<file path="config.mk">
export PLATFORM = sky130hd
export DESIGN_NAME = rpt_cordic_cell
export DESIGN_NICKNAME = d
export VERILOG_FILES = /design/src/rtl/core/rpt_pkg.sv /design/src/rtl/core/rpt_cordic_cell.sv
export SDC_FILE = /design/constraint.sdc
export NUM_CORES = 1
export LEC_CHECK = 0
export CORE_MARGIN = 1.5
export CORE_UTILIZATION = 45
export DETAILED_ROUTE_END_ITERATION = 10
export DONT_BUFFER_PORTS = 1
export GPL_ROUTABILITY_DRIVEN = 1
export SETUP_SLACK_MARGIN = 0.4
export SKIP_CTS_REPAIR_TIMING = 1
export SLEW_MARGIN = 30
export SYNTH_ARGS = -nofsm -noshare
export SYNTH_HDL_FRONTEND = slang
export SYNTH_SLANG_ARGS = --single-unit
</file>
<file path="constraint.sdc">
create_clock -name aclk -period 5.5 [get_ports aclk]
set_input_delay 1.1 -clock aclk [delete_from_list [all_inputs] [get_ports aclk]]
set_output_delay 1.1 -clock aclk [all_outputs]
set_load 0.05 [all_outputs]
</file>
<file path="src/rtl/core/rpt_pkg.sv">
package rpt_pkg;

    // Fixed limits of the block
    localparam int MAX_SLICES   = 360;
    localparam int FRAC_BITS    = 12;
    localparam int MIN_RADIUS   = ((1 << FRAC_BITS) + 50) / 100;
    localparam int MIN_INNER    = ((1 << FRAC_BITS) + 100) / 200;
    localparam int MIN_SLICES   = 3;

    localparam int NW           = 9;    // slice count / index width
    localparam int LW           = 15;   // length register width
    localparam int PW           = 32;   // phase width, 2^32 per turn
    localparam int CW           = 34;   // CORDIC x/y width, Q1.30 plus headroom
    localparam int ZW           = 33;   // CORDIC angle width
    localparam int CORDIC_STEPS = 24;
    localparam int DIV_CYCLES   = PW / 2;
    localparam int MW           = CW + LW + 1;  // product width

    localparam logic signed [CW-1:0] CORDIC_GAIN = 34'sh026DD3B6A;

    typedef enum logic [1:0] {
        SHAPE_CONE = 2'd0,
        SHAPE_CYL  = 2'd1,
        SHAPE_TUBE = 2'd2
    } shape_t;

    typedef enum logic [2:0] {
        REG_SHAPE  = 3'd0,
        REG_OUTER  = 3'd1,
        REG_INNER  = 3'd2,
        REG_HEIGHT = 3'd3,
        REG_SLICES = 3'd4
    } cfg_reg_t;

    typedef enum logic [1:0] {
        DIV_IDLE,
        DIV_RUN,
        DIV_EMIT_I,
        DIV_EMIT_J
    } div_state_t;

    // One CORDIC cell's worth of state
    typedef struct packed {
        logic                 valid;
        logic signed [CW-1:0] x;
        logic signed [CW-1:0] y;
        logic signed [ZW-1:0] z;
        logic [1:0]           quad;
        logic                 second;
        logic                 bad;
    } cell_t;

    // Unit vectors of a slice and its neighbor
    typedef struct packed {
        logic signed [CW-1:0] ci;
        logic signed [CW-1:0] si;
        logic signed [CW-1:0] cj;
        logic signed [CW-1:0] sj;
        logic                 bad;
    } ring_t;

    // Effective geometry after clamping and swapping
    typedef struct packed {
        logic [1:0]    mode;
        logic [LW-1:0] ro;
        logic [LW-1:0] ri;
        logic [LW-1:0] hh;
    } geom_t;

    // Vertex code bits: {center, use_j, inner, top}
    localparam logic [3:0] CONE_SEQ [6] = '{
        4'b0000, 4'b0100, 4'b1001, 4'b0100, 4'b0000, 4'b1000
    };
    localparam logic [3:0] CYL_SEQ [12] = '{
        4'b0101, 4'b0001, 4'b1001, 4'b0000, 4'b0100, 4'b1000,
        4'b0100, 4'b0000, 4'b0101, 4'b0101, 4'b0000, 4'b0001
    };
    localparam logic [3:0] TUBE_SEQ [24] = '{
        4'b0111, 4'b0101, 4'b0011, 4'b0011, 4'b0101, 4'b0001,
        4'b0010, 4'b0000, 4'b0110, 4'b0110, 4'b0000, 4'b0100,
        4'b0100, 4'b0000, 4'b0101, 4'b0101, 4'b0000, 4'b0001,
        4'b0110, 4'b0111, 4'b0010, 4'b0010, 4'b0111, 4'b0011
    };

    // Rotation angles in 2^32-per-turn units
    function automatic logic signed [ZW-1:0] atan_at(input int i);
        logic signed [ZW-1:0] a;
        case (i)
            0:  a = 33'sh020000000;
            1:  a = 33'sh012E4051D;
            2:  a = 33'sh009FB385B;
            3:  a = 33'sh0051111D4;
            4:  a = 33'sh0028B0D43;
            5:  a = 33'sh00145D7E1;
            6:  a = 33'sh000A2F61E;
            7:  a = 33'sh000517C55;
            8:  a = 33'sh00028BE53;
            9:  a = 33'sh000145F2E;
            10: a = 33'sh0000A2F98;
            11: a = 33'sh0000517CC;
            12: a = 33'sh000028BE6;
            13: a = 33'sh0000145F3;
            14: a = 33'sh000000A2F9;
            15: a = 33'sh00000517C;
            16: a = 33'sh0000028BE;
            17: a = 33'sh00000145F;
            18: a = 33'sh000000A2F;
            19: a = 33'sh000000517;
            20: a = 33'sh00000028B;
            21: a = 33'sh000000145;
            22: a = 33'sh0000000A2;
            23: a = 33'sh000000051;
            default: a = '0;
        endcase
        return a;
    endfunction

endpackage

</file>
<file path="src/rtl/core/rpt_cordic_cell.sv">
module rpt_cordic_cell #(
    parameter int STAGE = 0
) (
    input  logic           aclk,
    input  logic           aresetn,
    input  rpt_pkg::cell_t cin,
    output rpt_pkg::cell_t cout
);
    import rpt_pkg::*;

    localparam logic signed [ZW-1:0] ANGLE = atan_at(STAGE);

    logic signed [CW-1:0] xs, ys;

    assign xs = cin.x >>> STAGE;
    assign ys = cin.y >>> STAGE;

    // One micro-rotation toward zero angle; only valid clears at reset
    always_ff @(posedge aclk) begin
        if (!aresetn) begin
            cout.valid <= 1'b0;
        end else begin
            cout.valid <= cin.valid;
        end
        if (!cin.z[ZW-1]) begin
            cout.x <= cin.x - ys;
            cout.y <= cin.y + xs;
            cout.z <= cin.z - ANGLE;
        end else begin
            cout.x <= cin.x + ys;
            cout.y <= cin.y - xs;
            cout.z <= cin.z + ANGLE;
        end
        cout.quad   <= cin.quad;
        cout.second <= cin.second;
        cout.bad    <= cin.bad;
    end

endmodule

</file>
# After elaboration in Yosys (flattened, before gate mapping)

Index checks and enable logic that the tools add are counted.

Input bits: 108
Memories: 0
Flip-flop bits (word level): 106
Bits in latches: 0
Memory bits (read-only): 0
RAM bits: 0
Output and inout bits: 106

Mux-type cells: 1
Shift-type cells: 0
Add/sub/neg operators: 5
Multipliers: 0
Div/mod/pow operators: 0
Magnitude comparators: 0
Eq/ne operators: 0
Reduce and logical (&&, ||, !) cells: 0
Bitwise logic cells: 0

Operator list:

| cell                     | number |
|---|---|
| $mux W101                | 1 |
| $sub A34 B34 Y34         | 2 |
| $add A34 B34 Y34         | 1 |
| $add A33 B31 Y33 const B | 1 |
| $sub A33 B31 Y33 const B | 1 |

# Logic depth before layout (Yosys ltp)

Depth in word-level cells: 2
Depth in mapped cells: 13
Depth with buffers taken out: 12

# Least setup slack after synthesis

OpenSTA, ideal clock, no wires.

Path type: input -> register
Start: input cin[37] (netlist bit)
End: register cout[67] (netlist bit)
Setup slack: 2.042 ns
Setup time: 0.072 ns
Stages on the path: 10
Arrival: 3.385 ns
Cell sequence: ha_1 > fa_1 > a221oi_4 > o211ai_2 > o31ai_4 > o221ai_2 > o21a_4 > o2111a_1 > nor3_2 > xnor2_1

Cells in the longest elaborated chain, start to end: 2

RTL lines:

| element                                                     | line                                         | source |
|---|---|---|
| start: declaration                                          | rpt_cordic_cell.sv:6                         | `input rpt_pkg::cell_t cin,` |
| $add A34 B34 Y34 / $sub A34 B34 Y34 (equally long branches) | rpt_cordic_cell.sv:27, rpt_cordic_cell.sv:31 |  |
| $mux W101 (*)                                               | rpt_cordic_cell.sv:25                        | `if (!cin.z[ZW-1]) begin` |
| end: declaration                                            | rpt_cordic_cell.sv:7                         | `output rpt_pkg::cell_t cout` |

Mark *: on every way between the ends. The rest lies on a longest branch, timed or not.
A chain may end at the register's enable or synchronous reset.

# Worst setup path in the final report

Start: input cin[49] (netlist bit)
End: register cout[104] (netlist bit)

Cells in the longest elaborated chain, start to end: 2

RTL lines:

| element                                                     | line |
|---|---|
| $sub A34 B34 Y34 / $add A34 B34 Y34 (equally long branches) | rpt_cordic_cell.sv:26, rpt_cordic_cell.sv:30 |
| $mux W101 (*)                                               | rpt_cordic_cell.sv:25 |

Marks and branches as above.

==> results summary <==
The number of violations of the max-capacitance limit came out at 0. The worst setup path is launched from an input pin. More flip-flops sit in one register than any other, and that register is cout. Setup repair after global routing left no endpoint under its margin. The initial cell density of the core is approximately 46%.

The area fraction in compound gates after synthesis came out at between 20% and 30%. The adder-cell area share of the yosys netlist came out at 16.8%. The wire length of the first global-routing pass is between 30000 and 40000 um. The number of nets produced by synthesis is ~1200.

After layout, the worst path uses approximately two thirds of the clock period. Of the total synthesized cell area, the portion taken by AND, OR, NAND and NOR gates is approximately 14%. The post-synthesis cell count came out at between 900 and 1000. The number of global-route vias before repair came to roughly 6600.

Summed over all instances, the cell type with the most area after synthesis is sky130_fd_sc_hd__dfxtp_1. The largest net degree at the start of global routing came out at 69. The via count of the routed design is between 6000 and 7000. The power density normalized to cell area is about 330 nW/um2. The number of antenna-violating nets in the routed design came out at 0. The dominant combinational cell family by area after synthesis is compound AO/OA/AOI/OAI gates.

The share of layout cells above drive strength 1 came out at about 5.6%. In this run the most critical hold path is launched from cin[21]. The number of library cell types mapped by synthesis is 84.

The growth of design area from synthesis to finish came out at 4.22%. For this design the static power due to leakage is 3.79 nW. The initial antenna violation count came to 0. The classification of the worst-slack hold path is input pin to flop. The final standard cell count with taps included and fillers excluded came out at 1170.

The clock tree buffer depth is 2. For this run, the total global-route usage over all layers was measured as approximately a quarter. The worst-case headroom to the max-slew limit is a little under two fifths.

The number of diodes added for antenna fixing is 0. The worst setup path is of the input pin to flop kind. The post-synthesis register bit count is roughly 110. The routed design has ~22000 um of wire. The per-instance average area after synthesis came out at 8.20 um2.

The capturing element type of the critical path is a flop. The overall power of the completed layout came out at ~2.8 mW. The H-tree depth reported by CTS is 3.

The multiplexer share of the synthesized area came out at under 10%. The number of setup violations in the final report is 0. The detailed-route vias per instance came out at 5.88. The global placement routability congestion is between 0.9 and 1. Of the total synthesized cell area, the portion taken by XOR and XNOR cells is 7.24%.

The data arrival time of the worst path is between 3 and 4 ns. Dividing the detail-routed wire length by the instance count gives approximately 19 um. The worst setup path startpoint is cin[49]. The proportion of register bits with asynchronous set or reset after synthesis is 0%.

At the end of the flow, the number of nets in the layout was roughly 1200. IR analysis of the VDD net gives a maximum drop of around 0.2 mV. After global routing the overflow that remains totals 0. The maximum clock frequency came out at about 0.27 GHz. The number of flip-flops in the largest register came out at 105.

The total of warnings raised by yosys came out at 0. The count of flip-flops with a built-in enable after synthesis is 0. The total I/O pin count came out at around 210. The worst-path maximum fanout is 12.

The number of DRC violations after detailed-routing iteration 0 is 544. In the synthesized netlist the dominant register cell turns out to be sky130_fd_sc_hd__dfxtp_1. The flow ran to the end, and the final reports show no timing, DRC or antenna violations. The area of the mapped netlist is roughly 8000 um2. The worst slack at placement is ~1.5 ns. TritonCTS built the clock tree. After legalization and detailed placement, the total HPWL measured approximately 17000 um. The final-layout setup total negative slack came out at 0 ns. Summing the sequential cell areas from Yosys gives a little over a quarter of the chip area. The required time at the endpoint of the critical path is approximately 5.7 ns. The height of the die came out at 136 um. The count of buffers from port buffering came out at 0. The region available for standard cell placement spans 17300 um2. Sorting the synthesized cells by area gives the leading types as sky130_fd_sc_hd__dfxtp_1 26%, sky130_fd_sc_hd__ha_1 16%, sky130_fd_sc_hd__xnor2_1 6.4%, sky130_fd_sc_hd__a21oi_1 6.1%, sky130_fd_sc_hd__inv_1 4.7%.

The largest registers in the layout are cout (105). The slew at the pin closest to its max-slew limit is 0.934 ns. The cell at the root of the clock tree is sky130_fd_sc_hd__clkbuf_16.

The row count came out at 48. Clock tree synthesis found a total of about 110 sinks. Fill cells in the final layout number around 1700. Including well taps, the total number of placed cells is around 1200. The clock transition time at the flip-flop clock pins of the worst setup and hold paths came out at 0.07 ns. For this run, design rule violations remaining after detail routing come to 0. The synthesized design devotes to its leading area cell type between 20% and 30% of total area. The length of the first detailed-routing pass in iterations came out at 5.

The number of buffers added by the clock tree synthesis step came out at 9. The final-report hold violation count is 0. The worst path needs between 3 and 4 ns of the cycle, external delays included. The count of final max-slew check failures came to 0. The area enclosed by the die boundary is roughly 19000 um2. Cells fill 48.1% of the core in the end.

The smallest setup slack after layout came out at roughly 1.8 ns. The width of the die came out at 136 um.
## cell usage after synthesis, types with 4 or more instances
master / n
sky130_fd_sc_hd__a21o_1: 26
sky130_fd_sc_hd__a21oi_1: 97
sky130_fd_sc_hd__a221oi_1: 6
sky130_fd_sc_hd__a31oi_1: 12
sky130_fd_sc_hd__and2_1: 4
sky130_fd_sc_hd__and3_1: 5
sky130_fd_sc_hd__buf_1: 8
sky130_fd_sc_hd__buf_2: 9
sky130_fd_sc_hd__clkbuf_1: 21
sky130_fd_sc_hd__clkbuf_8: 4
sky130_fd_sc_hd__dfxtp_1: 105
sky130_fd_sc_hd__fa_1: 4
sky130_fd_sc_hd__ha_1: 101
sky130_fd_sc_hd__inv_1: 100
sky130_fd_sc_hd__mux2i_1: 15
sky130_fd_sc_hd__nand2_1: 44
sky130_fd_sc_hd__nand2b_1: 10
sky130_fd_sc_hd__nand3_1: 16
sky130_fd_sc_hd__nand4_1: 15
sky130_fd_sc_hd__nor2_1: 73
sky130_fd_sc_hd__nor2b_1: 11
sky130_fd_sc_hd__nor3_1: 13
sky130_fd_sc_hd__o21a_1: 6
sky130_fd_sc_hd__o21ai_0: 59
sky130_fd_sc_hd__o21ai_1: 5
sky130_fd_sc_hd__o21bai_1: 27
sky130_fd_sc_hd__o22ai_1: 6
sky130_fd_sc_hd__o31ai_1: 10
sky130_fd_sc_hd__or2_2: 8
sky130_fd_sc_hd__or3_1: 8
sky130_fd_sc_hd__or4_1: 4
sky130_fd_sc_hd__xnor2_1: 58
sky130_fd_sc_hd__xor2_1: 8
## area by class of cell
cell class,count,area (um2),share of cell area [%]
clock inverters,6,57.6,0.692
inverters,102,383,4.60
multi-input cells,720,5250,63.1
clock buffers,10,229,2.75
flip-flops and latches,105,2100,25.3
repair buffers,2,15.0,0.181
well taps,225,282,3.38
## report_power, final
part | switching (mW) | internal (mW) | leakage (nW)
Sequential | 0.545 | 0.899 | 0.886
Clock | 0.321 | 0.319 | 0.141
Combinational | 0.412 | 0.267 | 2.76
## critical path, stage by stage
cell	delay (ns)
sky130_fd_sc_hd__inv_1	0.02
sky130_fd_sc_hd__ha_1	0.47
sky130_fd_sc_hd__a21oi_1	0.24
sky130_fd_sc_hd__nor2b_1	0.09
sky130_fd_sc_hd__a311o_1	0.36
sky130_fd_sc_hd__a31oi_1	0.34
sky130_fd_sc_hd__a21boi_0	0.13
sky130_fd_sc_hd__o21ai_0	0.65
sky130_fd_sc_hd__o21a_1	0.25
sky130_fd_sc_hd__a31oi_1	0.11
sky130_fd_sc_hd__xnor2_1	0.13
## kinds of logic (layout without fill, tap and decap cells)
| kind of cell | count (synthesis) | in the layout |
|---|---|---|
| xor gates and xnor gates | 66 | 66 |
| and+or+nand+nor | 226 | 226 |
| buffers and inverters | 148 | 120 |
| adders and majority gates | 105 | 105 |
| DFF | 105 | 105 |
| muxes | 15 | 15 |
| AOI/OAI and AO/OA | 308 | 308 |
## cell usage in the layout, fill, tap and decap left out, types with 3 or more instances in the layout
cell type	synthesis	final
sky130_fd_sc_hd__nor3_1	13	13
sky130_fd_sc_hd__a21oi_1	97	97
sky130_fd_sc_hd__nor2b_1	11	11
sky130_fd_sc_hd__a221oi_1	6	6
sky130_fd_sc_hd__o311ai_0	3	3
sky130_fd_sc_hd__nand4_1	15	15
sky130_fd_sc_hd__a21o_1	26	26
sky130_fd_sc_hd__mux2i_1	15	15
sky130_fd_sc_hd__or2_2	8	8
sky130_fd_sc_hd__nand3_1	16	16
sky130_fd_sc_hd__inv_1	100	99
sky130_fd_sc_hd__o21ai_1	5	5
sky130_fd_sc_hd__xnor2_1	58	58
sky130_fd_sc_hd__or4_1	4	4
sky130_fd_sc_hd__nand2_1	44	44
sky130_fd_sc_hd__o22ai_1	6	6
sky130_fd_sc_hd__o21a_1	6	6
sky130_fd_sc_hd__or3_1	8	8
sky130_fd_sc_hd__o31ai_1	10	10
sky130_fd_sc_hd__o211ai_1	3	3
sky130_fd_sc_hd__fa_1	4	4
sky130_fd_sc_hd__nor2_2	3	3
sky130_fd_sc_hd__and3_1	5	5
sky130_fd_sc_hd__clkbuf_16	0	9
sky130_fd_sc_hd__dfxtp_1	105	105
sky130_fd_sc_hd__ha_1	101	101
sky130_fd_sc_hd__a211oi_1	3	3
sky130_fd_sc_hd__o21bai_1	27	27
sky130_fd_sc_hd__o21ai_0	59	59
sky130_fd_sc_hd__nor2_1	73	73
sky130_fd_sc_hd__a211o_1	3	3
sky130_fd_sc_hd__o211ai_2	3	3
sky130_fd_sc_hd__a31oi_1	12	12
sky130_fd_sc_hd__nand2b_1	10	10
sky130_fd_sc_hd__and2_1	4	4
sky130_fd_sc_hd__xor2_1	8	8
## path summary, 6_finish.rpt
| check | cells past startpoint | endpoint | slack, ns |
|---|---|---|---|
| max | 11 | cout[104] | 1.83 |
| min | 0 | cout[21] | 0.77 |
## per-stage QoR
| stage | hold WS, ns | cell area [um2] |
|---|---|---|
| 4_1_cts | 0.755 | 8320 |
| 5_1_grt | 0.751 | 8320 |
| 6_report | 0.770 | 8320 |
| 3_5_place_dp | 1.13 | 8030 |
| 3_3_place_gp | 1.13 | 8030 |
| 2_1_floorplan | 1.13 | 7980 |
## layer usage
layer,vias up,track usage (%),share of wire (%)
met1,3185,32.1,45
met3,36,4.92,8.0
met5,-,0,0
met2,337,38.5,45
met4,0,8.57,2.0
li1,3316,-,-
(Power assumes the default switching activity.)
