<file path="src/rtl/core/rpt_pkg.sv">
package rpt_pkg;

    // Fixed limits of the block
    localparam int MAX_SLICES   = 360;
    localparam int FRAC_BITS    = 12;
    localparam int MIN_RADIUS   = ((1 << FRAC_BITS) + 50) / 100;
    localparam int MIN_INNER    = ((1 << FRAC_BITS) + 100) / 200;
    localparam int MIN_SLICES   = 3;

    localparam int NW           = 9;    // slice count / index width
    localparam int LW           = 15;   // length register width
    localparam int PW           = 32;   // phase width, 2^32 per turn
    localparam int CW           = 34;   // CORDIC x/y width, Q1.30 plus headroom
    localparam int ZW           = 33;   // CORDIC angle width
    localparam int CORDIC_STEPS = 24;
    localparam int DIV_CYCLES   = PW / 2;
    localparam int MW           = CW + LW + 1;  // product width

    localparam logic signed [CW-1:0] CORDIC_GAIN = 34'sh026DD3B6A;

    typedef enum logic [1:0] {
        SHAPE_CONE = 2'd0,
        SHAPE_CYL  = 2'd1,
        SHAPE_TUBE = 2'd2
    } shape_t;

    typedef enum logic [2:0] {
        REG_SHAPE  = 3'd0,
        REG_OUTER  = 3'd1,
        REG_INNER  = 3'd2,
        REG_HEIGHT = 3'd3,
        REG_SLICES = 3'd4
    } cfg_reg_t;

    typedef enum logic [1:0] {
        DIV_IDLE,
        DIV_RUN,
        DIV_EMIT_I,
        DIV_EMIT_J
    } div_state_t;

    // One CORDIC cell's worth of state
    typedef struct packed {
        logic                 valid;
        logic signed [CW-1:0] x;
        logic signed [CW-1:0] y;
        logic signed [ZW-1:0] z;
        logic [1:0]           quad;
        logic                 second;
        logic                 bad;
    } cell_t;

    // Unit vectors of a slice and its neighbor
    typedef struct packed {
        logic signed [CW-1:0] ci;
        logic signed [CW-1:0] si;
        logic signed [CW-1:0] cj;
        logic signed [CW-1:0] sj;
        logic                 bad;
    } ring_t;

    // Effective geometry after clamping and swapping
    typedef struct packed {
        logic [1:0]    mode;
        logic [LW-1:0] ro;
        logic [LW-1:0] ri;
        logic [LW-1:0] hh;
    } geom_t;

    // Vertex code bits: {center, use_j, inner, top}
    localparam logic [3:0] CONE_SEQ [6] = '{
        4'b0000, 4'b0100, 4'b1001, 4'b0100, 4'b0000, 4'b1000
    };
    localparam logic [3:0] CYL_SEQ [12] = '{
        4'b0101, 4'b0001, 4'b1001, 4'b0000, 4'b0100, 4'b1000,
        4'b0100, 4'b0000, 4'b0101, 4'b0101, 4'b0000, 4'b0001
    };
    localparam logic [3:0] TUBE_SEQ [24] = '{
        4'b0111, 4'b0101, 4'b0011, 4'b0011, 4'b0101, 4'b0001,
        4'b0010, 4'b0000, 4'b0110, 4'b0110, 4'b0000, 4'b0100,
        4'b0100, 4'b0000, 4'b0101, 4'b0101, 4'b0000, 4'b0001,
        4'b0110, 4'b0111, 4'b0010, 4'b0010, 4'b0111, 4'b0011
    };

    // Rotation angles in 2^32-per-turn units
    function automatic logic signed [ZW-1:0] atan_at(input int i);
        logic signed [ZW-1:0] a;
        case (i)
            0:  a = 33'sh020000000;
            1:  a = 33'sh012E4051D;
            2:  a = 33'sh009FB385B;
            3:  a = 33'sh0051111D4;
            4:  a = 33'sh0028B0D43;
            5:  a = 33'sh00145D7E1;
            6:  a = 33'sh000A2F61E;
            7:  a = 33'sh000517C55;
            8:  a = 33'sh00028BE53;
            9:  a = 33'sh000145F2E;
            10: a = 33'sh0000A2F98;
            11: a = 33'sh0000517CC;
            12: a = 33'sh000028BE6;
            13: a = 33'sh0000145F3;
            14: a = 33'sh000000A2F9;
            15: a = 33'sh00000517C;
            16: a = 33'sh0000028BE;
            17: a = 33'sh00000145F;
            18: a = 33'sh000000A2F;
            19: a = 33'sh000000517;
            20: a = 33'sh00000028B;
            21: a = 33'sh000000145;
            22: a = 33'sh0000000A2;
            23: a = 33'sh000000051;
            default: a = '0;
        endcase
        return a;
    endfunction

endpackage

</file>
<file path="src/rtl/core/rpt_vertex_seq.sv">
module rpt_vertex_seq (
    input  logic           aclk,
    input  logic           aresetn,
    input  logic           push,
    input  rpt_pkg::ring_t push_data,
    input  rpt_pkg::geom_t geom,
    output logic           pop,
    output logic           m_tvalid,
    input  logic           m_tready,
    output logic [47:0]    m_tdata,   // pos_x, pos_y, pos_z
    output logic           m_tlast,   // last_vertex
    output logic           m_tuser    // bad_slice
);
    import rpt_pkg::*;

    // Two-entry buffer of finished slices
    ring_t       fifo_reg [2];
    logic        wr_ptr_reg, rd_ptr_reg;
    logic [1:0]  fill_reg;

    ring_t       cur_reg;
    logic        cur_valid_reg;
    logic [4:0]  k_reg;

    logic                 p_valid_reg, p_last_reg, p_bad_reg, p_center_reg;
    logic signed [MW-1:0] p_x_reg, p_z_reg;
    logic signed [15:0]   p_y_reg;

    logic        m_valid_reg;
    logic [47:0] m_data_reg;
    logic        m_last_reg, m_bad_reg;

    logic        en, issue, last_k;
    logic [4:0]  count;
    logic [3:0]  code;
    logic [LW-1:0] r;
    logic signed [CW-1:0] c, s;
    logic signed [15:0] y_val;

    function automatic logic signed [15:0] round_sat(input logic signed [MW-1:0] p);
        logic signed [MW-1:0] v;
        v = (p + MW'(64'sd536870912)) >>> 30;
        if (v > MW'(64'sd32767)) return 16'sh7FFF;
        if (v < -MW'(64'sd32768)) return 16'sh8000;
        return v[15:0];
    endfunction

    // Vertex count and code of the current step
    always_comb begin
        case (geom.mode)
            SHAPE_CONE: begin
                count = 5'd6;
                code  = CONE_SEQ[k_reg[2:0] < 3'd6 ? k_reg[2:0] : 3'd0];
            end
            SHAPE_TUBE: begin
                count = 5'd24;
                code  = TUBE_SEQ[k_reg < 5'd24 ? k_reg : 5'd0];
            end
            default: begin
                count = 5'd12;
                code  = CYL_SEQ[k_reg[3:0] < 4'd12 ? k_reg[3:0] : 4'd0];
            end
        endcase
        if (cur_reg.bad) begin
            count = 5'd1;
            code  = 4'b1000;
        end
    end

    assign en     = !m_valid_reg || m_tready;
    assign issue  = en && cur_valid_reg;
    assign last_k = (k_reg == count - 5'd1);
    assign pop    = (fill_reg != 2'd0) && (!cur_valid_reg || (issue && last_k));

    // Operand selection for the vertex being issued
    always_comb begin
        r     = code[1] ? geom.ri : geom.ro;
        c     = code[2] ? cur_reg.cj : cur_reg.ci;
        s     = code[2] ? cur_reg.sj : cur_reg.si;
        y_val = code[0] ? $signed({1'b0, geom.hh}) : -$signed({1'b0, geom.hh});
        if (cur_reg.bad) y_val = '0;
    end

    // Control: buffer pointers, current slice, pipeline valids
    always_ff @(posedge aclk) begin
        if (!aresetn) begin
            wr_ptr_reg    <= 1'b0;
            rd_ptr_reg    <= 1'b0;
            fill_reg      <= '0;
            cur_valid_reg <= 1'b0;
            k_reg         <= '0;
            p_valid_reg   <= 1'b0;
            m_valid_reg   <= 1'b0;
        end else begin
            if (push) wr_ptr_reg <= !wr_ptr_reg;
            if (pop)  rd_ptr_reg <= !rd_ptr_reg;
            fill_reg <= fill_reg + {1'b0, push} - {1'b0, pop};
            if (pop) begin
                cur_valid_reg <= 1'b1;
                k_reg         <= '0;
            end else if (issue) begin
                if (last_k) begin
                    cur_valid_reg <= 1'b0;
                    k_reg         <= '0;
                end else begin
                    k_reg <= k_reg + 5'd1;
                end
            end
            if (en) begin
                p_valid_reg <= issue;
                m_valid_reg <= p_valid_reg;
            end
        end
    end

    // Payload: buffer, products, rounding into the output register
    always_ff @(posedge aclk) begin
        if (push) fifo_reg[wr_ptr_reg] <= push_data;
        if (pop)  cur_reg <= fifo_reg[rd_ptr_reg];
        if (en) begin
            p_x_reg      <= $signed({1'b0, r}) * c;
            p_z_reg      <= $signed({1'b0, r}) * s;
            p_y_reg      <= y_val;
            p_last_reg   <= last_k;
            p_bad_reg    <= cur_reg.bad;
            p_center_reg <= code[3];
            m_data_reg[31:16] <= p_y_reg;
            m_data_reg[15:0]  <= p_center_reg ? 16'h0000 : round_sat(p_x_reg);
            m_data_reg[47:32] <= p_center_reg ? 16'h0000 : round_sat(p_z_reg);
            m_last_reg <= p_last_reg;
            m_bad_reg  <= p_bad_reg;
        end
    end

    assign m_tvalid = m_valid_reg;
    assign m_tdata  = m_data_reg;
    assign m_tlast  = m_last_reg;
    assign m_tuser  = m_bad_reg;

endmodule

</file>
<file path="config.mk">
export PLATFORM = sky130hd
export DESIGN_NAME = rpt_vertex_seq
export DESIGN_NICKNAME = d
export VERILOG_FILES = /design/src/rtl/core/rpt_pkg.sv /design/src/rtl/core/rpt_vertex_seq.sv
export SDC_FILE = /design/constraint.sdc
export NUM_CORES = 2
export LEC_CHECK = 0
export ABC_AREA = 1
export BUFFER_PORTS_ARGS = -buffer_cell sky130_fd_sc_hd__clkbuf_2
export CORE_MARGIN = 5
export CORE_UTILIZATION = 30
export DETAILED_ROUTE_END_ITERATION = 8
export PLACE_DENSITY = 0.44
export REMOVE_ABC_BUFFERS = 1
export SLEW_MARGIN = 15
export SYNTH_ARGS = -nofsm -noshare
export SYNTH_HDL_FRONTEND = slang
export SYNTH_SLANG_ARGS = --single-unit
</file>
<file path="constraint.sdc">
create_clock -name aclk -period 12.7 [get_ports aclk]
set_clock_uncertainty 0.2 [all_clocks]
set_input_delay 2.54 -clock aclk [delete_from_list [all_inputs] [get_ports aclk]]
set_output_delay 2.54 -clock aclk [all_outputs]
set_load 0.02 [all_outputs]
</file>
Yosys cells after proc, flatten, opt, wreduce, memory -nomap -nowiden

Memories as Yosys holds them, arrays and structs flattened. A register that Yosys moved wholly into a read port is not among the register bits.
Cells that the tools add are included.

Flip-flop bits (word level): 181
Memory bits (writable): 274
Bits in read-only memories: 224
Bits of input ports: 188
Output and inout port bits: 52
Word-level logic and storage cells: 104
Memories: 4

$add $sub $neg: 7
$mul: 2
$lt $le $gt $ge: 10
Equality and inequality tests: 2
Multiplexer cells: 41
Bitwise logic cells: 4
Reductions and logical operators: 16

Memory list:

| name            | words | width | read ports | clocked after memory_dff | wr ports | line                 | text |
|---|---|---|---|---|---|---|---|
| fifo_reg        | 2     | 137   | 1          | 1                        | 1        | rpt_vertex_seq.sv:17 | `ring_t fifo_reg [2];` |
| (no name shown) | 32    | 4     | 1          | 0                        | 0        | rpt_vertex_seq.sv:57 | `code = TUBE_SEQ[k_reg < 5'd24 ? k_reg : 5'd0];` |
| (no name shown) | 16    | 4     | 1          | 0                        | 0        | rpt_vertex_seq.sv:61 | `code = CYL_SEQ[k_reg[3:0] < 4'd12 ? k_reg[3:0] : 4'd0];` |
| (no name shown) | 8     | 4     | 1          | 0                        | 0        | rpt_vertex_seq.sv:53 | `code = CONE_SEQ[k_reg[2:0] < 3'd6 ? k_reg[2:0] : 3'd0];` |

Operators with widths:

| kind                                                            | number |
|---|---|
| 2-to-1 mux 16 bit                                               | 8 |
| adder 50 x 31 -> 50 bit, second input constant                  | 2 |
| multiplier 16 x 34 -> 50 bit                                    | 2 |
| 2-to-1 mux 34 bit                                               | 2 |
| greater-than comparator 20 x 16 -> 1 bit, second input constant | 2 |
| less-than comparator 20 x 16 -> 1 bit, second input constant    | 2 |
| 2-to-1 mux 15 bit                                               | 2 |
| 2-to-1 mux 4 bit                                                | 7 |
| negation 15 -> 16 bit                                           | 1 |
| 2-to-1 mux 1 bit                                                | 15 |
| 2-to-1 mux 5 bit                                                | 3 |
| case mux 5 bit (2 select lines)                                 | 1 |
| case mux 4 bit (2 select lines)                                 | 1 |
| greater-or-equal comparator 6 bit, second input constant        | 1 |
| 2-to-1 mux 3 bit                                                | 2 |
| inverter 5 -> 6 bit                                             | 1 |
| nonzero test 2 bit                                              | 3 |
| adder 5 x 1 -> 5 bit, second input constant                     | 1 |
| == test 5 bit                                                   | 1 |
| greater-or-equal comparator 5 bit, second input constant        | 1 |
| less-than comparator 5 bit, second input constant               | 1 |
| inverter 4 -> 5 bit                                             | 1 |
| subtractor 5 x 1 -> 5 bit, second input constant                | 1 |
| greater-or-equal comparator 4 bit, second input constant        | 1 |
| 13 further kinds                                                | 20 |

Longest topological paths before layout

Depth in word-level cells: 10
Depth in mapped cells: 42

Least setup slack after synthesis

OpenSTA, ideal clock, no wires.

Path kind: input port to output port
Start: in m_tready
End: out pop
Data arrival time: 8.566 ns
Required time: 9.960 ns
Setup slack: 1.394 ns
Stages: 8
Path through: nor2_1 -> inv_1 -> nand2_1 -> inv_1 -> nand2_1 -> nand2_1 -> o21ai_0 -> inv_1

Word-level cells in the longest chain between the ends: 5

Ends and longest elaborated chain:

| item              | line                 | text |
|---|---|---|
| start, declared   | rpt_vertex_seq.sv:9  | `input logic m_tready,` |
| logical OR 1 bit  | rpt_vertex_seq.sv:70 | `assign en = !m_valid_reg \|\| m_tready;` |
| logical AND 1 bit | rpt_vertex_seq.sv:71 | `assign issue = en && cur_valid_reg;` |
| logical AND 1 bit | rpt_vertex_seq.sv:73 | `assign pop = (fill_reg != 2'd0) && (!cur_valid_reg \|\| (issue && last_k));` |
| logical OR 1 bit  | rpt_vertex_seq.sv:73 |  |
| logical AND 1 bit | rpt_vertex_seq.sv:73 |  |
| end, declared     | rpt_vertex_seq.sv:7  | `output logic pop,` |

No other way between the ends.

Final worst setup path

Start: in geom[45] (netlist name)
End: reg p_x_reg[44], data pin

Word-level cells in the longest chain between the ends: 5
Elaborated cells between the ends (all ways): 7

Ends and longest elaborated chain:

| item                                                          | line                                       | text |
|---|---|---|
| start, declared                                               | rpt_vertex_seq.sv:6                        | `input rpt_pkg::geom_t geom,` |
| == test 2 bit / zero test 2 bit (equally long branches)       | rpt_vertex_seq.sv:50                       | `case (geom.mode)` |
| case mux 4 bit (2 select lines) *                             | rpt_vertex_seq.sv:50                       |  |
| 2-to-1 mux 3 bit *                                            | rpt_vertex_seq.sv:64                       | `if (cur_reg.bad) begin` |
| 2-to-1 mux 15 bit / 2-to-1 mux 34 bit (equally long branches) | rpt_vertex_seq.sv:77, rpt_vertex_seq.sv:78 |  |
| multiplier 16 x 34 -> 50 bit *                                | rpt_vertex_seq.sv:121                      | `p_x_reg <= $signed({1'b0, r}) * c;` |
| end signal, assigned                                          | rpt_vertex_seq.sv:121                      |  |
| end, declared                                                 | rpt_vertex_seq.sv:26                       | `logic signed [MW-1:0] p_x_reg, p_z_reg;` |

Every way passes the cells marked *; elsewhere a longest branch is shown, timed or not.
A chain may end at the register's enable or synchronous reset.

==> impl_metrics.py <==
metrics = {
    "status": {
        "status": "complete, no violations",
    },
    "cts": {
        "cts_tree": "done",
        "numCtsBuffers": 69,
        "cts_sinks": 534,
        "clock_latency_ns": 0.70,
        "clk_pin_slew_worst_paths_ns": 0.05,
        "post_cts_buffers": 0,
        "cts_root_buf": "clkbuf_16",
        "ctsLongestPathBuffers": 3,
        "holdBufCountCts": 0,
        "post_cts_resized": 0,
        "htree_num_levels": 3,
    },
    "global_routing": {
        "gr-total-overflow": 0,
        "antenna_found_initial": 5,
        "grt_pass1_vias": 42083,
        "grt_start_max_net_pins": 121,
        "grt_use_total": 0.183,
        "grt_pass1_wl_mm": 268,
    },
    "synth": {
        "avgSynthCellArea_um2": 9.49,
        "synth-edff-count": 522,
        "async_reset_ff_frac": 0,
        "syn_area_um2": 55800,
        "synthCells": 5882,
        "yosysUniqueCellTypes": 69,
        "ys_seq_area_frac": 0.285,
        "ys_warn_count": 0,
        "ys.flop_type": "edfxtp_1",
        "ys_seq_elements": 534,
    },
    "sta": {
        "fin_crit_sh": 0.846,
        "finalHoldWorstSlack_ns": 0.217,
        "clock.fmax_mhz": 93.1,
        "grt_setup_unrepaired": "no",
        "period_needed_ns": 10.75,
        "tns_ns": 0,
        "worst_pin_slew_ns": 1.24,
        "final-setup-viol-count": 0,
        "hold_violations": 0,
        "slew_headroom": 0.172,
        "finalMaxSlewViolations": 0,
    },
    "final_layout": {
        "mostFrequentLayoutCells": "nand2_1, inv_1, fa_1, nor2_1, edfxtp_1",
        "final_core_utilization": 0.337,
        "finalNetCount": 7476,
        "area_delta_synth_final_pct": 11.8,
        "drive_gt1_frac": 0.103,
        "final_cells": 8625,
        "final_common_cell": "nand2_1",
        "largest_reg_flops": 274,
    },
    "floorplanning": {
        "dieArea_um2": 195000,
        "die_y_um": 441,
        "ios": 240,
        "coreArea_um2": 185000,
        "initial_core_util": 0.301,
        "fp.dieW_um": 441,
        "rows": 158,
    },
    "worst_setup_path": {
        "crit_required_ns": 12.93,
        "critPathMaxFanout": 27,
        "crit_top_cell": "nand2_1",
        "arrival_ns": 10.98,
        "start_kind": "primary input",
        "slowest_delay_ns": 0.70,
        "endpoint_kind": "register",
        "cp_slowest_cell": "inv_2",
        "path_class": "primary input to register",
    },
    "detailed_routing": {
        "vias": 39312,
        "drt-vias-per-instance": 4.56,
        "post_drt_wl_per_cell_um": 20.5,
        "drtPass1Iterations": 6,
        "drtAntennaViolNets": 0,
        "totalWireLength_mm": 177,
        "route.detailed.drc": 0,
        "drt_iter0_markers": 2538,
    },
    "placement": {
        "place_inst": 8503,
        "numPortBuffers": 239,
        "gp_congestion": 0.882,
        "hpwlAfterDp_mm": 139,
    },
    "flow_run": {
        "drv_cap": 0,
    },
    "min_path": {
        "hold_path_class": "register to register",
    },
}
## per-layer routing
metal	track usage	part of all wire	up-vias
met2	0.283	0.44	976
li1	-	-	18191
met5	0	0.00033	-
met3	0.0288	0.055	158
met1	0.272	0.49	19979
met4	0.0390	0.017	8
## logic make-up after synthesis
group / count (synthesis) / share of synthesized area
xor gates and xnor gates: 79 / 0.0124
and+or+nand+nor: 2172 / 0.157
adders and majority gates: 1194 / 0.397
DFF: 534 / 0.285
muxes: 1 / 0.000179
AOI/OAI and AO/OA: 436 / 0.0484
buffers and inverters: 1466 / 0.100
## path summary, 6_finish.rpt
| kind | startpoint | endpoint | slack (ns) | depth (start not counted) |
|---|---|---|---|---|
| max | geom[45] | p_x_reg[44] | 1.95 | 31 |
| min | p_y_reg[5] | m_tdata[21] | 0.22 | 0 |
| max reg2reg | cur_reg[0] | p_x_reg[44] | 3.32 | 28 |
| min reg2reg | p_y_reg[5] | m_tdata[21] | 0.22 | 0 |
## cell usage after synthesis (6+ instances only)
cell,instances,area [um^2]
nand2_1,1329,4990
dfxtp_1,12,240
nor2_2,9,56.3
o21bai_1,14,105
clkbuf_1,115,432
nor2_1,594,2230
nand3_2,6,60.1
ha_1,236,2950
xor2_1,55,482
fa_1,958,19200
xnor2_1,24,210
o21a_1,16,120
inv_1,1237,4640
buf_1,15,56.3
nand3_1,53,265
a21oi_1,153,766
nand4_1,24,150
a31oi_1,18,113
and3_1,12,75.1
o21ai_1,55,275
buf_2,21,105
o21ai_0,88,440
a211oi_1,7,52.6
or2_2,65,407
nor4_1,9,56.3
o21bai_4,9,169
a21o_1,8,60.1
nand2_2,9,56.3
inv_2,58,218
o21ai_2,31,272
nor3_1,42,210
edfxtp_1,522,15700
clkinv_1,12,45.0
## per-stage QoR
stage          worst slack [ns]  cell area, um^2
2_1_floorplan             0.381            55100
3_3_place_gp              0.649            60100
3_5_place_dp               1.35            60100
4_1_cts                    2.05            62400
5_1_grt                    1.53            62400
6_report                   1.95            62400
## layout make-up
type	instances	area, um^2
Fill cell	19266	123000
Sequential cell	534	15900
Antenna cell	1	2.50
Clock buffer	83	1820
Inverter	1308	4930
Multi-Input combinational cell	3882	34400
Tap cell	2480	3100
Clock inverter	38	437
Timing Repair Buffer	299	1760
## worst max-delay path, delay by kind of cell
| family | cells | cell delay [ns] |
|---|---|---|
| AO/OA/AOI/OAI | 3 | 0.81 |
| adder cells (fa/ha/maj) | 7 | 3.64 |
| buffers and inverters | 8 | 2.00 |
| AND/OR/NAND/NOR | 13 | 1.92 |
Power is not shown: default switching activity piles up to over one toggle a cycle in this logic, so the estimate is an artifact.
