**src/rtl/core/rpt_pkg.sv**
```systemverilog
package rpt_pkg;

    // Fixed limits of the block
    localparam int MAX_SLICES   = 360;
    localparam int FRAC_BITS    = 12;
    localparam int MIN_RADIUS   = ((1 << FRAC_BITS) + 50) / 100;
    localparam int MIN_INNER    = ((1 << FRAC_BITS) + 100) / 200;
    localparam int MIN_SLICES   = 3;

    localparam int NW           = 9;    // slice count / index width
    localparam int LW           = 15;   // length register width
    localparam int PW           = 32;   // phase width, 2^32 per turn
    localparam int CW           = 34;   // CORDIC x/y width, Q1.30 plus headroom
    localparam int ZW           = 33;   // CORDIC angle width
    localparam int CORDIC_STEPS = 24;
    localparam int DIV_CYCLES   = PW / 2;
    localparam int MW           = CW + LW + 1;  // product width

    localparam logic signed [CW-1:0] CORDIC_GAIN = 34'sh026DD3B6A;

    typedef enum logic [1:0] {
        SHAPE_CONE = 2'd0,
        SHAPE_CYL  = 2'd1,
        SHAPE_TUBE = 2'd2
    } shape_t;

    typedef enum logic [2:0] {
        REG_SHAPE  = 3'd0,
        REG_OUTER  = 3'd1,
        REG_INNER  = 3'd2,
        REG_HEIGHT = 3'd3,
        REG_SLICES = 3'd4
    } cfg_reg_t;

    typedef enum logic [1:0] {
        DIV_IDLE,
        DIV_RUN,
        DIV_EMIT_I,
        DIV_EMIT_J
    } div_state_t;

    // One CORDIC cell's worth of state
    typedef struct packed {
        logic                 valid;
        logic signed [CW-1:0] x;
        logic signed [CW-1:0] y;
        logic signed [ZW-1:0] z;
        logic [1:0]           quad;
        logic                 second;
        logic                 bad;
    } cell_t;

    // Unit vectors of a slice and its neighbor
    typedef struct packed {
        logic signed [CW-1:0] ci;
        logic signed [CW-1:0] si;
        logic signed [CW-1:0] cj;
        logic signed [CW-1:0] sj;
        logic                 bad;
    } ring_t;

    // Effective geometry after clamping and swapping
    typedef struct packed {
        logic [1:0]    mode;
        logic [LW-1:0] ro;
        logic [LW-1:0] ri;
        logic [LW-1:0] hh;
    } geom_t;

    // Vertex code bits: {center, use_j, inner, top}
    localparam logic [3:0] CONE_SEQ [6] = '{
        4'b0000, 4'b0100, 4'b1001, 4'b0100, 4'b0000, 4'b1000
    };
    localparam logic [3:0] CYL_SEQ [12] = '{
        4'b0101, 4'b0001, 4'b1001, 4'b0000, 4'b0100, 4'b1000,
        4'b0100, 4'b0000, 4'b0101, 4'b0101, 4'b0000, 4'b0001
    };
    localparam logic [3:0] TUBE_SEQ [24] = '{
        4'b0111, 4'b0101, 4'b0011, 4'b0011, 4'b0101, 4'b0001,
        4'b0010, 4'b0000, 4'b0110, 4'b0110, 4'b0000, 4'b0100,
        4'b0100, 4'b0000, 4'b0101, 4'b0101, 4'b0000, 4'b0001,
        4'b0110, 4'b0111, 4'b0010, 4'b0010, 4'b0111, 4'b0011
    };

    // Rotation angles in 2^32-per-turn units
    function automatic logic signed [ZW-1:0] atan_at(input int i);
        logic signed [ZW-1:0] a;
        case (i)
            0:  a = 33'sh020000000;
            1:  a = 33'sh012E4051D;
            2:  a = 33'sh009FB385B;
            3:  a = 33'sh0051111D4;
            4:  a = 33'sh0028B0D43;
            5:  a = 33'sh00145D7E1;
            6:  a = 33'sh000A2F61E;
            7:  a = 33'sh000517C55;
            8:  a = 33'sh00028BE53;
            9:  a = 33'sh000145F2E;
            10: a = 33'sh0000A2F98;
            11: a = 33'sh0000517CC;
            12: a = 33'sh000028BE6;
            13: a = 33'sh0000145F3;
            14: a = 33'sh000000A2F9;
            15: a = 33'sh00000517C;
            16: a = 33'sh0000028BE;
            17: a = 33'sh00000145F;
            18: a = 33'sh000000A2F;
            19: a = 33'sh000000517;
            20: a = 33'sh00000028B;
            21: a = 33'sh000000145;
            22: a = 33'sh0000000A2;
            23: a = 33'sh000000051;
            default: a = '0;
        endcase
        return a;
    endfunction

endpackage

```
**src/rtl/core/rpt_phase_div.sv**
```systemverilog
module rpt_phase_div (
    input  logic                   aclk,
    input  logic                   aresetn,
    input  logic                   start,
    input  logic [rpt_pkg::NW-1:0] idx,
    input  logic [rpt_pkg::NW-1:0] nb,
    input  logic [rpt_pkg::NW-1:0] cnt,
    input  logic                   bad,
    output logic                   busy,
    output rpt_pkg::cell_t         inj
);
    import rpt_pkg::*;

    localparam int SCW = $clog2(DIV_CYCLES);

    div_state_t          state_reg, state_next;
    logic [SCW-1:0]      step_reg;
    logic [NW-1:0]       rem_i_reg, rem_j_reg, den_reg;
    logic [PW-1:0]       q_i_reg, q_j_reg;
    logic                bad_reg;
    logic [NW-1:0]       rem_i_next, rem_j_next;
    logic [1:0]          bits_i, bits_j;
    logic [PW-1:0]       phase;

    // Two restoring steps: remainder stays below the divisor
    function automatic logic [NW+1:0] two_steps(input logic [NW-1:0] r,
                                                input logic [NW-1:0] d);
        logic [NW:0]   t;
        logic [NW-1:0] rr;
        logic [1:0]    b;
        rr = r;
        b  = '0;
        for (int k = 0; k < 2; k++) begin
            t = {rr, 1'b0};
            if (t >= {1'b0, d}) begin
                rr = NW'(t - {1'b0, d});
                b  = {b[0], 1'b1};
            end else begin
                rr = t[NW-1:0];
                b  = {b[0], 1'b0};
            end
        end
        return {rr, b};
    endfunction

    assign {rem_i_next, bits_i} = two_steps(rem_i_reg, den_reg);
    assign {rem_j_next, bits_j} = two_steps(rem_j_reg, den_reg);

    // State register
    always_ff @(posedge aclk) begin
        if (!aresetn) begin
            state_reg <= DIV_IDLE;
        end else begin
            state_reg <= state_next;
        end
    end

    // Next state and injection into the chain
    always_comb begin
        state_next = state_reg;
        busy       = 1'b1;
        phase      = q_i_reg;
        inj        = '0;
        case (state_reg)
            DIV_IDLE: begin
                busy = 1'b0;
                if (start) state_next = DIV_RUN;
            end
            DIV_RUN: begin
                if (step_reg == SCW'(DIV_CYCLES - 1)) state_next = DIV_EMIT_I;
            end
            DIV_EMIT_I: begin
                inj.valid  = 1'b1;
                state_next = DIV_EMIT_J;
            end
            DIV_EMIT_J: begin
                inj.valid  = 1'b1;
                inj.second = 1'b1;
                phase      = q_j_reg;
                state_next = DIV_IDLE;
            end
            default: state_next = DIV_IDLE;
        endcase
        inj.x    = CORDIC_GAIN;
        inj.y    = '0;
        inj.z    = ZW'({1'b0, phase[PW-3:0]});
        inj.quad = phase[PW-1:PW-2];
        inj.bad  = bad_reg;
    end

    // Datapath: two quotients, two bits a cycle
    always_ff @(posedge aclk) begin
        if (state_reg == DIV_IDLE && start) begin
            rem_i_reg <= bad ? '0 : idx;
            rem_j_reg <= bad ? '0 : nb;
            den_reg   <= cnt;
            bad_reg   <= bad;
            step_reg  <= '0;
        end else if (state_reg == DIV_RUN) begin
            rem_i_reg <= rem_i_next;
            rem_j_reg <= rem_j_next;
            q_i_reg   <= {q_i_reg[PW-3:0], bits_i};
            q_j_reg   <= {q_j_reg[PW-3:0], bits_j};
            step_reg  <= step_reg + 1'b1;
        end
    end

endmodule

```
**config.mk**
```make
export PLATFORM = sky130hd
export DESIGN_NAME = rpt_phase_div
export DESIGN_NICKNAME = d
export VERILOG_FILES = /design/src/rtl/core/rpt_pkg.sv /design/src/rtl/core/rpt_phase_div.sv
export SDC_FILE = /design/constraint.sdc
export NUM_CORES = 1
export LEC_CHECK = 0
export BUFFER_PORTS_ARGS = -buffer_cell sky130_fd_sc_hd__buf_2
export CAP_MARGIN = 20
export CORE_AREA = 5 5 142 110
export CTS_CLUSTER_SIZE = 12
export DETAILED_ROUTE_END_ITERATION = 8
export DIE_AREA = 0 0 147 115
export HOLD_SLACK_MARGIN = 0.15
export PLACE_DENSITY = 0.73
export SLEW_MARGIN = 20
export SYNTH_ARGS = -nofsm -noshare
export SYNTH_HDL_FRONTEND = slang
export SYNTH_SLANG_ARGS = --single-unit
```
**constraint.sdc**
```tcl
create_clock -name aclk -period 4.9 [get_ports aclk]
set_input_delay 1.47 -clock aclk [delete_from_list [all_inputs] [get_ports aclk]]
set_output_delay 1.47 -clock aclk [all_outputs]
set_load 0.01 [all_outputs]
```
**Word level (Yosys, flattened, before mapping)**

Index checks and enable logic that the tools add are counted.

- Bits in registers: 98
- Input port bits: 31
- Output and inout bits: 107
- Word-level logic and storage cells: 51

- Add/sub/neg operators: 5
- Magnitude comparators: 4
- Equality and inequality tests: 6
- Mux-type cells: 21
- Bitwise logic cells: 1
- Reductions and logical operators: 6

Operators by type and width:

| cell | number |
|---|---|
| 9-bit two-way mux | 10 |
| 10-bit by 9-bit >= comparator with 1-bit output | 4 |
| 9-bit subtractor | 4 |
| 32-bit two-way mux | 1 |
| 2-bit one-hot mux with 4 select lines | 1 |
| 1-bit two-way mux | 7 |
| 4-bit by 1-bit adder with 4-bit output, second input constant | 1 |
| 2-bit == test, second input constant | 2 |
| 4-bit == test, second input constant | 1 |
| 2-bit two-way mux | 2 |
| 2-bit != test, second input constant | 2 |
| 2-bit AND reduction | 2 |
| 2-bit by 1-bit == test with 1-bit output, second input constant | 1 |
| 2-bit logical NOT | 1 |
| 2-bit nonzero test | 1 |
| 2-bit OR reduction | 1 |
| 1-bit logical AND | 1 |
| 1-bit inverter | 1 |

**Longest topological paths before layout**

Gate-level depths: netlist (run 1).

- Depth after elaboration: 6
- Mapped depth: 18
- Gate-level depth less buffers: 17

**Least setup slack after synthesis (run 1)**

Ideal clock, no wire load.

- Path type: flip-flop to flip-flop
- From: reg den_reg[0]
- To: reg rem_i_reg[7] (data pin)
- Library setup time: 0.259 ns
- Arrival time: 4.138 ns
- Data required time: 4.641 ns
- Path slack: 0.503 ns
- Cell stages (with the launch flop): 18
- Buffers on the path: 2
- Period minus slack after synthesis: 4.397 ns
- Path through: edfxtp_1 > clkbuf_1 > inv_1 > ha_1 > nand3_1 > nor3_1 > nor4b_1 > a21o_1 > buf_2 > mux2_2 > ha_1 > and2_4 > a221oi_2 > o21ai_2 > a41o_1 > a311oi_4 > nor3_2 > o31a_1

- Cells in the longest elaborated chain, start to end: 6
- Elaborated cells between the ends (all ways): 8
- Those cells by class: add/sub: 2; order compare: 2; mux: 4

RTL lines:

| what | RTL line | text |
|---|---|---|
| from (decl) | rpt_phase_div.sv:18 | `logic [NW-1:0] rem_i_reg, rem_j_reg, den_reg;` |
| from (signal assigned) | rpt_phase_div.sv:96 | `den_reg <= cnt;` |
| 9-bit subtractor / 10-bit by 9-bit >= comparator with 1-bit output (equally long branches) | rpt_phase_div.sv:36, rpt_phase_div.sv:35 |  |
| 9-bit two-way mux | rpt_phase_div.sv:35 | `if (t >= {1'b0, d}) begin` |
| 9-bit subtractor / 10-bit by 9-bit >= comparator with 1-bit output (equally long branches) | rpt_phase_div.sv:36, rpt_phase_div.sv:35 |  |
| 9-bit two-way mux (*) | rpt_phase_div.sv:35 |  |
| 9-bit two-way mux (*) | rpt_phase_div.sv:99 | `end else if (state_reg == DIV_RUN) begin` |
| 9-bit two-way mux (*) | rpt_phase_div.sv:93 | `if (state_reg == DIV_IDLE && start) begin` |
| to (signal assigned) | rpt_phase_div.sv:94 | `rem_i_reg <= bad ? '0 : idx;` |
| to (signal assigned) | rpt_phase_div.sv:100 | `rem_i_reg <= rem_i_next;` |
| to (decl) | rpt_phase_div.sv:18 |  |

Mark *: on every way between the ends. The rest lies on a longest branch, timed or not. The select of a mux whose other input is x is not followed.
A chain may end at the register's enable or synchronous reset.

**Final worst setup path (run 1)**

- From: reg den_reg[1]
- To: reg rem_i_reg[7] (data pin)

The elaborated chain is that of the path after synthesis.

==> qor.yml, run 1 <==
run_status:
  status: "complete, no violations"
run:
  cap_violations: 0
worst_setup_path:
  cpMostUsedCell: "ha_1"
  r2r_start: "den_reg[1]"
  worst-path-stages: 16
  crit_family: "compound AO/OA/AOI/OAI gates"
  crit_type: "reg2reg"
  end_kind: "flop"
  worstPathCellList: "inv_1 > ha_1 > ha_1 > nand3_1 > nor3_1 > nor4b_1 > a21o_1 > mux2_2 > ha_1 > and2_4 > a221oi_2 > o21ai_2 > a41o_1 > a311oi_4 > nor3_2 > o31a_1"
  r2r_cells: 16
  cpPeakStageDelay_ns: 0.47
  cp_max_fo: 9
  required_ns: 5.00
  cp_slowest_cell: "a311oi_4"
  crit_buf_inv: 1
  r2r-end: "rem_i_reg[7]"
  timing.critical_path.arrival_ns: 4.76
  r2r_slack_ns: 0.24
  cp-start-kind: "flop"
clock_network:
  cts_post_setup_buffers_inserted: 0
  clk_latency_ns: 0.35
  cts-htree-levels: 3
  clk_pin_slew_ns: 0.08
  cts_tree: "done"
  root_buffer: "clkbuf_16"
  cts_hold_buf: 0
  clockBufferDepth: 2
  post_cts_resized: 0
  clock-sinks: 98
  cts_buffers: 9
detailed_routing:
  drt_first_iter_violations: 246
  ant_nets: 0
  vias: 4035
  avgRoutedWirePerCell_um: 16.4
  vias_per_cell: 5.12
  firstDrtPassIters: 5
  routed_wl_um: 12900
  drc: 0
global_routing:
  grt_pass1_wl_um: 19700
  antenna_found_initial: 0
  grt_max_degree: 61
  grt_use_total: 0.147
  grt_overflow: 0
  grt_pass1_vias: 3872
cells_and_area:
  syn2layout_area_growth_pct: 10.3
  drive_gt1_frac: 0.253
  nNetsFinal: 676
  antenna-diode-count: 0
  design_area_um2: 6700
placed_design:
  portBuffers: 66
  hpwl_um: 9550
  gp_congestion: 0.937
  dpl_cell_area_um2: 6400
  pre_cts_slack_ns: 0.340
yosys:
  synth.distinct_cells: 61
  synth_top_area_frac: 0.455
  synth_top_area_cell: "edfxtp_1"
  synth_edf_count: 92
  ys_ff_latch: 98
  syn_avg_cell_area_um2: 11.5
  synth_top_cells_by_area: "edfxtp_1, buf_4, ha_1"
  ys_top_cells_by_count: "edfxtp_1, buf_4, mux2_2"
  ys_warn_count: 0
  yosysMostFrequentCell: "edfxtp_1"
  synth-async-reset-ratio: 0
  synthCells: 528
  syn_area_um2: 6070
  ys.flop_type: "edfxtp_1"
  synth_seq_area_share: 0.475
sta:
  fmax_ghz: 0.215
  fin_ws_ns: 0.244
  finalHoldViolations: 0
  post-route-period-util: 0.950
  worst_hold_slack_ns: 0.439
  finalSetupTns_ns: 0
  skew_ns: 0.0101
  fin_crit_ns: 4.66
  drv_slew: 0
  finalSetupViolCount: 0
  rsz0062_at_grt: "no"
  slew_headroom: 0.493
  tightest_slew_ns: 0.760
floorplanning:
  dieArea_um2: 16900
  start_util: 0.430
  io_pins: 138
  core_area_um2: 14100
  die_x_um: 147
  die_h_um: 115
  row_count: 38
min_path:
  worstHoldEndpoint: "q_i_reg[15]"
  hold_depth: 0
  hold_class: "reg2reg"
  worstHoldStart: "q_i_reg[13]"
cell families after synthesis:
| logic type | Yosys count | synth area share |
|---|---|---|
| buffers and inverters | 111 | 0.114 |
| muxes | 52 | 0.0946 |
| and+or+nand+nor | 100 | 0.0812 |
| adders and majority gates | 42 | 0.0890 |
| DFF | 98 | 0.475 |
| other | 2 | 0.00124 |
| xor gates and xnor gates | 21 | 0.0303 |
| AOI/OAI and AO/OA | 102 | 0.115 |
how the worst max path moves through the flow:
stage          startpoint      endpoint  slack [ns]
3_5_place_dp   den_reg[1]  rem_i_reg[7]        0.34
2_1_floorplan  den_reg[0]  rem_i_reg[7]        0.50
3_3_place_gp   den_reg[0]  rem_i_reg[6]        0.47
5_1_grt        den_reg[1]  rem_i_reg[2]       0.006
4_1_cts        den_reg[1]  rem_i_reg[7]        0.23
6_report       den_reg[1]  rem_i_reg[7]        0.24
layout by cell type, fill, tap and decap left out, types with 2 or more instances in the layout:
| cell type | synthesis | routed |
|---|---|---|
| xor2_1 | 12 | 12 |
| nor2b_1 | 6 | 6 |
| o31ai_1 | 4 | 4 |
| or3_1 | 3 | 3 |
| nand2b_1 | 4 | 4 |
| nor3_1 | 7 | 7 |
| or2_2 | 3 | 3 |
| ha_1 | 40 | 39 |
| a21oi_1 | 31 | 31 |
| o21a_1 | 9 | 9 |
| edfxtp_1 | 92 | 92 |
| inv_1 | 24 | 24 |
| o31a_1 | 3 | 3 |
| buf_2 | 2 | 66 |
| dfxtp_1 | 6 | 6 |
| clkinv_1 | 2 | 2 |
| clkbuf_16 | 0 | 9 |
| buf_4 | 72 | 13 |
| conb_1 | 2 | 71 |
| mux2_2 | 43 | 43 |
| nand4_1 | 3 | 3 |
| o21ai_0 | 15 | 15 |
| nor2_1 | 35 | 35 |
| o21ai_1 | 2 | 2 |
| nand2_1 | 15 | 15 |
| nand3_1 | 13 | 13 |
| fa_1 | 2 | 2 |
| clkinv_4 | 0 | 2 |
| a31oi_1 | 3 | 3 |
| mux2i_1 | 9 | 9 |
| and2_1 | 2 | 2 |
| o41ai_1 | 3 | 3 |
| a211oi_1 | 5 | 5 |
| a21o_1 | 6 | 6 |
| o211ai_1 | 5 | 5 |
| xnor2_1 | 9 | 9 |
| inv_8 | 0 | 3 |
layout make-up:
cell class	count	area, um2
inverters	27	104
multi-input cells	388	2760
well taps	180	225
fillers	1281	7420
flip-flops and latches	98	2880
repair buffers	79	428
clock buffers	9	225
clock inverters	7	76.3
metrics by stage:
step                      instances   util
after global routing            788  0.474
final                           788  0.474
after global placement          772  0.453
after detailed placement        772  0.453
after floorplan                 597      -
after CTS                       788  0.474
layer usage:
| layer | track usage | up-vias | wire length, um |
|---|---|---|---|
| met5 | 0 | - | 0 |
| met4 | 0.0391 | 0 | 194 |
| met3 | 0.0394 | 17 | 805 |
| met2 | 0.227 | 165 | 5740 |
| met1 | 0.208 | 1916 | 6180 |
| li1 | - | 1937 | - |
Power of run 1 is not shown: default switching activity piles up to over one toggle a cycle in this logic, so the estimate is an artifact.
==> run 2, diff against run 1 <==
- PLACE_DENSITY: 0.73 -> 0.76
- clock period: 4.9 -> 4.1 ns (I/O delays scaled with it)
==> run 2 against run 1 <==
The run now ends with setup timing left. Global-route usage up 1.7 points. Die area stayed put. Via count grew 8.5%. Critical path type unchanged. Maximum frequency up 12%. Sequential share of layout area fell by 5.2 points. Cell area increased by 14%. First-iteration DRC count is 0.81% higher. Non-clock buffer count up 59. Sequential cell count unchanged. Hold slack better by 0.0083 ns. Setup slack lost 0.30 ns.
==> qor.yml, run 2 (same netlist as run 1, synthesis figures left out) <==
run_status:
  status: "finished, violations left"
  violations: "setup timing"
floorplanning:
  start_util: 0.430
  io_pins: 138
  dieArea_um2: 16900
  core_area_um2: 14100
  row_count: 38
  die_x_um: 147
  die_h_um: 115
worst_setup_path:
  critPathLaunch: "den_reg[0]"
  end_kind: "flop"
  r2r-end: "rem_i_reg[1]"
  r2r_slack_ns: -0.05
  r2r_start: "den_reg[0]"
  cp_max_fo: 12
  worstSetupEndpoint: "rem_i_reg[1]"
  required_ns: 4.18
  timing.critical_path.arrival_ns: 4.24
  crit_type: "reg2reg"
  cp-start-kind: "flop"
  r2r_cells: 15
placed_design:
  pre_cts_slack_ns: -0.315
  dpl_cell_area_um2: 6750
  hpwl_um: 10300
  gp_congestion: 0.966
  portBuffers: 66
global_routing:
  grt_use_total: 0.165
  busiest_layer: "met2"
  use_met1: 0.219
  grt_pass1_wl_um: 22100
  grt_pass1_vias: 4253
  antenna_found_initial: 0
  grt_overflow: 0
  use_met2: 0.280
  grt_max_degree: 70
  met3_usage: 0.0366
sta:
  rsz0062_at_grt: "yes"
  finalHoldViolations: 0
  finalSetupTns_ns: -0.0515
  fmax_ghz: 0.241
  worst_hold_slack_ns: 0.447
  slew_headroom: 0.435
  drv_slew: 0
  tightest_slew_ns: 0.848
  fin_crit_ns: 4.15
  finalSetupViolCount: 2
  skew_ns: 0.00937
  post-route-period-util: 1.01
  fin_ws_ns: -0.0511
detailed_routing:
  drt_first_iter_violations: 248
  avgRoutedWirePerCell_um: 17.5
  ant_nets: 0
  drc: 0
  vias_per_cell: 5.17
  routed_wl_um: 14900
  firstDrtPassIters: 5
  vias: 4377
clock_network:
  clk_latency_ns: 0.35
  cts-htree-levels: 3
  clockBufferDepth: 2
  clk_pin_slew_ns: 0.08
  cts_tree: "done"
  clock-sinks: 98
  cts_buffers: 9
  root_buffer: "clkbuf_16"
cells_and_area:
  nNetsFinal: 735
  antenna-diode-count: 0
  drive_gt1_frac: 0.394
  final_cell_mix: "edfxtp_1, conb_1, buf_2, buf_4, mux2_2"
  nFillCells: 1222
  design_area_um2: 7610
  regArea_um2: 2880
  layout_commonest_cell: "edfxtp_1"
  syn2layout_area_growth_pct: 25.4
  multi_input_area_um2: 3180
min_path:
  hold_class: "reg2reg"
run:
  cap_violations: 0
-- run 2: routing by layer --
metal  wire (um)  vias up
li1            -     2059
met1        6460     2142
met2        7270      161
met3         939       15
met4         195        0
met5           0        -
-- run 2: area by class of cell --
class,instances,share of cell area
Inverter,27,0.0143
Multi-Input combinational cell,388,0.417
Timing Repair Buffer,138,0.120
Tap cell,180,0.0296
Clock inverter,7,0.0104
Sequential cell,98,0.379
Clock buffer,9,0.0296
-- run 2: worst min path at each step --
stage           startpoint  depth (start not counted)  slack, ns     endpoint
2_1_floorplan   q_j_reg[8]                          0       0.42  q_j_reg[10]
3_5_place_dp    q_j_reg[2]                          0       0.43   q_j_reg[4]
4_1_cts        q_j_reg[13]                          0       0.45  q_j_reg[15]
6_report       q_j_reg[13]                          0       0.45  q_j_reg[15]
5_1_grt        q_j_reg[11]                          0       0.46  q_j_reg[13]
3_3_place_gp   q_j_reg[14]                          0       0.42  q_j_reg[16]
-- run 2: timing repair --
item / CTS / global route
buffers inserted: 12 / 8
hold buffers: 0 / 0
endpoints found under the setup margin: 18 / 19
resized for setup: 35 / 45
pin swaps: 18 / 22
-- run 2: critical path: stages, from the launching register on --
cell and delay (ns):
edfxtp_1 0.41, buf_6 0.18, fa_2 0.38, nand2b_4 0.16, a21oi_2 0.18, o31ai_2 0.09, a21o_2 0.28, mux2_4 0.34
ha_4 0.22, and2_4 0.17, a221oi_4 0.25, o21ai_2 0.12, a41o_1 0.31, or4b_4 0.50, o211ai_1 0.17, a31oi_4 0.12
-- run 2: stage by stage --
step	cells	utilization
after floorplan	597	-
after global placement	811	0.478
after detailed placement	811	0.478
after CTS	839	0.517
after global routing	847	0.539
final	847	0.539
Power of run 2 is left out for the same reason.
